===== src/sv/vrc_delay.sv =====
// Enabled shift line that carries a word alongside the axis lanes.
// Generic; no package dependency.
module vrc_delay #(
  parameter int WIDTH = 8,
  parameter int DEPTH = 2
) (
  input  logic             clk,
  input  logic             ce,
  input  logic [WIDTH-1:0] din,
  output logic [WIDTH-1:0] dout
);

  logic [WIDTH-1:0] line [DEPTH];

  always_ff @(posedge clk) begin
    if (ce) begin
      line[0] <= din;
      for (int i = 1; i < DEPTH; i++) begin
        line[i] <= line[i-1];
      end
    end
  end

  assign dout = line[DEPTH-1];

endmodule


===== config.mk =====
export PLATFORM = sky130hd
export DESIGN_NAME = vrc_delay
export DESIGN_NICKNAME = d
export VERILOG_FILES = /design/src/sv/vrc_delay.sv
export SDC_FILE = /design/constraint.sdc
export NUM_CORES = 1
export LEC_CHECK = 0
export BUFFER_PORTS_ARGS = -buffer_cell sky130_fd_sc_hd__buf_2
export CAP_MARGIN = 25
export CORE_AREA = 2 2 39 41
export DETAILED_ROUTE_END_ITERATION = 8
export DIE_AREA = 0 0 41 43
export GPL_ROUTABILITY_DRIVEN = 0
export PLACE_DENSITY = 0.74
export RECOVER_POWER = 50
export SYNTH_ARGS = -nofsm -noshare
export SYNTH_HDL_FRONTEND = slang
export SYNTH_SLANG_ARGS = --single-unit

===== constraint.sdc =====
create_clock -name clk -period 0.9 [get_ports clk]
set_input_delay 0.09 -clock clk [delete_from_list [all_inputs] [get_ports clk]]
set_output_delay 0.09 -clock clk [all_outputs]
set_load 0.01 [all_outputs]

==> impl_metrics.csv, run 1 <==
group,metric,value,unit
status,status,"finished clean",
power,p_total,1.32,mW
worst_hold_path,min_path_type,"primary input to flop",
global_route,grt_pass1_vias,225,
routing,vias,242,
synthesis,synth_largest_area_cell,"edfxtp_1",
power,max-vdd-ir-drop,0.000822,V
layout,regMostFlops,"line",
floorplan,die_area,1760,µm²
worst_setup_path,ff2ff_path_depth,0,
worst_setup_path,regToRegStartpoint,"line[0][7]",
sta,slew_headroom,75.5,%
layout,multi_input_area,0,µm²
layout,final_nets,56,
worst_setup_path,arrival,770,ps
worst_setup_path,critPathTopFamily,"flip-flops",
sta,clock.fmax,1160,MHz
worst_setup_path,crit_buf_inv,1,
floorplan,io_pins,18,
synthesis,syn_area,541,µm²
placement,dp_slack,165,ps
cts,cts_setup_buffers,0,
layout,reg_top3,"line (16)",
synthesis,synth_cells,24,
layout,multi_input_cells,0,
sta,rsz0062_at_grt,"true",
cts,cts_tree,"yes",
sta,period_share,95.9,%
global_route,grt_pass1_wl,855,µm
sta,setup_tns,0,ps
layout,final_cells,60,
synthesis,yosys.area.top_type_share,88.9,%
sta,worstMarginPinSlew,367,ps
cts,cts_root_buf,"clkbuf_4",
routing,dr.pass1.iters,3,
placement,io_buffers,17,
layout,fillerInstances,124,
floorplan,start_util,39.1,%
global_route,grt-ovfl-total,0,
placement,placedCellCount,49,
layout,final_cell_mix,"16 x buf_2, 16 x edfxtp_1, 8 x dlygate4sd3_1, 3 x clkbuf_4, 1 x clkbuf_2",
synthesis,synth.distinct_cells,2,
global_route,grt_max_degree,17,
worst_setup_path,cp_slowest_cell,"edfxtp_1",
floorplan,die_height,43,µm
floorplan,core_area,1380,µm²
worst_hold_path,whs_path_depth,1,
synthesis,yosysSeqAreaShare,88.9,%
worst_setup_path,max_stage_delay,360,ps
cts,clkTransAtPathRegs,80,ps
routing,routedWlPerCell,9.30,µm
layout,drive_gt1_share,45.5,%
worst_setup_path,r2r_slack,270,ps
layout,area_growth,27.3,%
routing,ant_nets,0,
worst_setup_path,crit_path_start,"line[0][13]",
worst_setup_path,critPathMaxFanout,1,
routing,drt-initial-drc-count,11,
worst_setup_path,cp.depth,1,
layout,largest_reg_flops,16,
worst_setup_path,crit_chain,"buf_2",
sta,hold_viol_final,0,
global_route,grt.total_usage,7.48,%
worst_setup_path,end_kind,"primary output",
sta,final.setup_skew,0.312,ps
synthesis,ys_warn_count,0,
worst_setup_path,regToRegEndpoint,"line[0][15]",
sta,min_period,863,ps
synthesis,syn_nets,34,
cts,clock_path_buffers,2,
layout,post-route-util,49.7,%
sta,slew_viol_final,0,
power,p_leak,0.271,nW
cts,clock_sinks,16,
routing,drc,0,
synthesis,synth.area.top_cells,"edfxtp_1 89%, buf_4 11%",
synthesis,ys_ff_latch,16,
sta,setup_ws,37.1,ps
sta,setup_viol,0,
worst_setup_path,cp.required,810,ps
layout,fin_area,688,µm²
floorplan,rows,14,
worst_setup_path,startpoint_type,"flop",
global_route,antenna_found_initial,0,
routing,wirelength,558,µm
sta,whs,305,ps
worst_hold_path,hold_start,"ce",
power,power_density,1920,nW/µm²
run,maxCapViolations,0,
layout,diodes,0,
floorplan,die_w,41,µm
cts,cts_max_level,1,
worst_setup_path,setup.worst_path.class,"flop to primary output",
cts,numCtsBuffers,3,
worst_hold_path,holdPathEnd,"line[0][8]",
placement,dpl_cell_area,586,µm²
synthesis,syn_area_per_cell,22.5,µm²
cts,clk_latency,270,ps
routing,vias_per_cell,4.03,
-- per-layer routing --
layer,up-vias,GRT usage (%),wire length [µm]
met5,-,0,0
li1,123,-,-
met3,0,1.57,68
met4,0,6.00,0
met2,12,12.2,270
met1,107,7.58,219
-- final cells by class --
type                  count  area, µm²  area share, %
Sequential cell          16        480           69.8
Timing Repair Buffer     25        165           24.0
Clock buffer              3       22.5           3.27
Tap cell                 16       20.0           2.91
-- cells in the mapped netlist --
master,number
buf_4,8
edfxtp_1,16
-- worst max-delay path by stage --
stage,end,slack [ps]
3_3_place_gp,line[0][10],190
3_5_place_dp,line[0][2],170
4_1_cts,dout[5],20
6_report,dout[5],40
5_1_grt,dout[5],-20
2_1_floorplan,line[0][10],310
-- report_power, final --
group	switching, mW	total (mW)	leakage [nW]	internal (mW)
logic	0.0404	0.0915	0.101	0.0512
registers	0.0102	0.892	0.157	0.882
clock network	0.182	0.336	0.0138	0.154
-- what timing repair did --
item	4_1_cts	5_1_grt
hold buffers	8	0
resized for setup	0	0
hold endpoints to repair	8	0
setup endpoints to repair	0	3
-- kinds of logic (layout without fill, tap and decap cells) --
logic type,count (synthesis),after routing,synth area share (%)
DFF,16,16,88.9
buffers and inverters,8,28,11.1
Note: power is estimated with default switching activity, not from simulation.
==> inputs of run 2 (changes only) <==
==> constraint.sdc (replaced) <==
create_clock -name clk -period 0.9 [get_ports clk]
set_input_delay 0.18 -clock clk [delete_from_list [all_inputs] [get_ports clk]]
set_output_delay 0.18 -clock clk [all_outputs]
set_load 0.01 [all_outputs]
==> impl_metrics.csv, run 2 (synthesis results as in run 1) <==
group,metric,value,unit
routing,wirelength,579,µm
floorplan,io_pins,18,
layout,final_nets,48,
cts,cts_resized,0,
sta,period_share,108,%
layout,fillerInstances,128,
layout,final_cell_mix,"16 x buf_2, 16 x edfxtp_1, 3 x clkbuf_4, 1 x clkinv_1, 1 x clkbuf_2",
routing,met2_length,272,µm
worst_setup_path,critPathTopFamily,"flip-flops",
sta,slew_viol_final,0,
sta,final.setup_skew,4.54,ps
worst_setup_path,end_kind,"primary output",
worst_hold_path,holdPathEnd,"line[0][6]",
global_route,antenna_found_initial,0,
cts,cts_setup_buffers,0,
worst_hold_path,whs_path_depth,1,
floorplan,rows,14,
placement,dpl_cell_area,586,µm²
routing,vias,219,
sta,hold_viol_final,0,
cts,clkTransAtPathRegs,90,ps
sta,worstMarginPinSlew,372,ps
global_route,grt_pass1_vias,193,
status,failed_checks,"negative setup slack",
sta,clock.fmax,1030,MHz
routing,drt-initial-drc-count,0,
floorplan,die_area,1760,µm²
worst_setup_path,cp.required,720,ps
sta,min_period,968,ps
layout,area_growth,13.2,%
worst_setup_path,startpoint_type,"flop",
cts,clk_latency,270,ps
global_route,grt-ovfl-total,0,
global_route,grt_max_degree,17,
layout,largest_reg_flops,16,
status,status,"finished with violations",
worst_setup_path,max_stage_delay,370,ps
floorplan,die_height,43,µm
cts,cts_root_buf,"clkbuf_4",
worst_setup_path,cp_slowest_cell,"edfxtp_1",
sta,slew_headroom,75.2,%
worst_setup_path,ff2ff_path_depth,0,
sta,setup_ws,-68.5,ps
routing,met3_length,65,µm
layout,diodes,0,
floorplan,start_util,39.1,%
cts,cts_tree,"yes",
layout,regMostFlops,"line",
routing,drc,0,
routing,routedWlPerCell,10.9,µm
power,max-vdd-ir-drop,0.000925,V
global_route,grt.total_usage,8.12,%
floorplan,core_area,1380,µm²
worst_setup_path,regToRegStartpoint,"line[0][5]",
worst_setup_path,regToRegEndpoint,"line[0][13]",
cts,clock_sinks,16,
worst_setup_path,crit_buf_inv,1,
power,p_leak,0.239,nW
routing,dr.pass1.iters,1,
routing,wl_met1,232,µm
global_route,grt_pass1_wl,834,µm
sta,setup_viol,8,
run,maxCapViolations,0,
power,power_density,2160,nW/µm²
cts,numCtsBuffers,3,
worst_setup_path,critPathMaxFanout,1,
worst_setup_path,setup.worst_path.class,"flop to primary output",
sta,rsz0062_at_grt,"true",
cts,postCtsHoldBufs,0,
worst_hold_path,hold_start,"din[6]",
cts,cts_max_level,1,
layout,drive_gt1_share,54.1,%
cts,clock_path_buffers,2,
placement,placedCellCount,49,
layout,reg_top3,"line (16)",
worst_setup_path,arrival,790,ps
layout,multi_input_area,0,µm²
routing,top_layer,"met4",
routing,vias_per_cell,4.13,
worst_setup_path,r2r_slack,270,ps
placement,io_buffers,17,
layout,final_cells,53,
worst_hold_path,min_path_type,"primary input to flop",
power,p_total,1.32,mW
layout,multi_input_cells,0,
floorplan,die_w,41,µm
layout,fin_area,612,µm²
routing,ant_nets,0,
worst_setup_path,crit_chain,"buf_2",
run 2: changes by cell type in the layout (fill, tap and decap cells not counted), sizes merged:
| cell | change |
|---|---|
| clkinv | +1 |
| dlygate4sd3 | -8 |
run 2: how the worst max path moves through the flow:
stage / from / cells after the start / end
floorplan: line[0][8] / 1 / dout[0]
global placement: ce / 1 / line[0][10]
detailed placement: ce / 1 / line[0][10]
CTS: line[0][11] / 1 / dout[3]
global route: line[0][9] / 1 / dout[1]
finish: line[0][11] / 1 / dout[3]
run 2: power by group:
part / total (mW) / internal, mW / switching (mW) / leakage [nW]
registers: 0.894 / 0.882 / 0.0116 / 0.157
clock network: 0.365 / 0.160 / 0.204 / 0.0154
logic: 0.0649 / 0.0286 / 0.0363 / 0.0671
total: 1.32 / 1.07 / 0.252 / 0.239
run 2: final cells by class:
| class | count | area, µm² | area share [%] |
|---|---|---|---|
| tap | 16 | 20.0 | 3.27 |
| clock inverter | 1 | 3.75 | 0.613 |
| sequential | 16 | 480 | 78.5 |
| clock buffer | 3 | 22.5 | 3.68 |
| timing repair buffer | 17 | 85.1 | 13.9 |
run 2: routing by layer:
layer / vias up / GRT usage [%]
met2: 12 / 11.3
met1: 98 / 8.70
li1: 107 / -
met4: 0 / 10.0
met5: - / 0
met3: 2 / 1.57
run 2: per-stage QoR:
step           TNS [ps]  util [%]  hold WS [ps]  worst slack, ps
2_1_floorplan         0         -           279              244
5_1_grt            -774      44.2          62.0             -108
3_3_place_gp          0      42.3           358              100
4_1_cts            -558      44.2          66.1            -84.0
6_report           -451      44.2          72.6            -68.5
3_5_place_dp          0      42.3           358             72.8
==> inputs of run 3 (changes only) <==
- RECOVER_POWER: 50 -> not set
==> impl_metrics.csv, run 3 (synthesis results as in run 1) <==
group,metric,value,unit
sta,final.setup_skew,4.69,ps
worst_hold_path,whs_path_depth,1,
worst_setup_path,setup.worst_path.class,"flop to primary output",
power,power_density,2160,nW/µm²
floorplan,start_util,39.1,%
routing,drt-initial-drc-count,0,
worst_setup_path,crit_buf_inv,1,
sta,clock.fmax,1030,MHz
layout,reg_top3,"line (16)",
worst_hold_path,min_path_type,"primary input to flop",
worst_setup_path,ff2ff_path_depth,0,
layout,regMostFlops,"line",
cts,clock_sinks,16,
worst_setup_path,regToRegEndpoint,"line[0][13]",
cts,cts_tree,"yes",
power,max-vdd-ir-drop,0.000924,V
global_route,grt.total_usage,8.12,%
sta,rsz0062_at_grt,"true",
worst_setup_path,cp.required,720,ps
layout,drive_gt1_share,54.1,%
layout,fillerInstances,128,
routing,dr.pass1.iters,1,
cts,cts_resized,0,
worst_setup_path,crit_chain,"buf_2",
cts,clock_path_buffers,2,
worst_hold_path,hold_start,"din[6]",
placement,io_buffers,17,
worst_setup_path,regToRegStartpoint,"line[0][5]",
worst_setup_path,startpoint_type,"flop",
cts,clk_latency,270,ps
sta,slew_headroom,77.9,%
global_route,antenna_found_initial,0,
worst_setup_path,critPathMaxFanout,1,
floorplan,core_area,1380,µm²
layout,area_growth,13.2,%
worst_hold_path,holdPathEnd,"line[0][6]",
sta,setup_viol,8,
status,status,"finished with violations",
floorplan,die_w,41,µm
global_route,grt_pass1_wl,834,µm
routing,routedWlPerCell,10.9,µm
sta,hold_viol_final,0,
cts,cts_root_buf,"clkbuf_4",
layout,multi_input_area,0,µm²
worst_setup_path,critPathTopFamily,"flip-flops",
routing,drc,0,
sta,slew_viol_final,0,
sta,setup_ws,-68.5,ps
floorplan,die_area,1760,µm²
sta,worstMarginPinSlew,332,ps
sta,setup_tns,-451,ps
routing,wirelength,578,µm
routing,ant_nets,0,
layout,final_common_cell,"buf_2",
cts,cts_setup_buffers,0,
layout,final_nets,48,
layout,diodes,0,
routing,vias,220,
floorplan,rows,14,
floorplan,io_pins,18,
run,maxCapViolations,0,
status,failed_checks,"negative setup slack",
layout,regArea,480,µm²
layout,final_cell_mix,"17 x buf_2, 16 x edfxtp_1, 3 x clkbuf_4, 1 x clkinv_1",
cts,numCtsBuffers,3,
sta,period_share,108,%
sta,whs,72.6,ps
global_route,grt_max_degree,17,
layout,largest_reg_flops,16,
global_route,grt_pass1_vias,193,
worst_setup_path,max_stage_delay,370,ps
floorplan,die_height,43,µm
layout,multi_input_cells,0,
layout,final_cells,53,
global_route,grt-ovfl-total,0,
sta,min_period,968,ps
worst_setup_path,arrival,790,ps
cts,clkTransAtPathRegs,90,ps
worst_setup_path,cp_slowest_cell,"edfxtp_1",
worst_setup_path,end_kind,"primary output",
placement,placedCellCount,49,
cts,postCtsHoldBufs,0,
worst_setup_path,r2r_slack,270,ps
cts,cts_max_level,1,
routing,vias_per_cell,4.15,
power,p_total,1.32,mW
power,p_leak,0.239,nW
run 3: changes by cell type in the layout (fill, tap and decap cells not counted), sizes merged:
cell,before,now
buf,16,17
clkbuf,4,3
run 3: final cells by class:
type | count | share of cell area, %
clock buffers | 3 | 3.68
clock inverters | 1 | 0.613
flip-flops and latches | 16 | 78.5
well taps | 16 | 3.27
repair buffers | 17 | 13.9
run 3: power by group:
group	leakage [nW]	switching, mW	total (mW)	internal, mW
Sequential	0.157	0.0116	0.894	0.882
Clock	0.0154	0.204	0.364	0.160
Combinational	0.0669	0.0362	0.0649	0.0287
run 3: metal layers:
layer,routed length (µm),global-route usage (%)
met4,8,10.0
met1,229,8.70
met3,65,1.57
met5,0,0
met2,274,11.3
run 3: worst max path at each step:
| stage | slack [ps] | end | cells past startpoint | start |
|---|---|---|---|---|
| 2_1_floorplan | 240 | dout[0] | 1 | line[0][8] |
| 5_1_grt | -110 | dout[1] | 1 | line[0][9] |
| 6_report | -70 | dout[3] | 1 | line[0][11] |
| 3_5_place_dp | 70 | line[0][10] | 1 | ce |
| 3_3_place_gp | 100 | line[0][10] | 1 | ce |
| 4_1_cts | -80 | dout[3] | 1 | line[0][11] |
run 3: through the flow:
stage / util (%) / area [µm²] / worst slack (ps)
3_3_place_gp: 42.3 / 586 / 100
3_5_place_dp: 42.3 / 586 / 72.8
5_1_grt: 44.2 / 612 / -108
6_report: 44.2 / 612 / -68.5
4_1_cts: 44.2 / 612 / -84.0
2_1_floorplan: - / 541 / 244
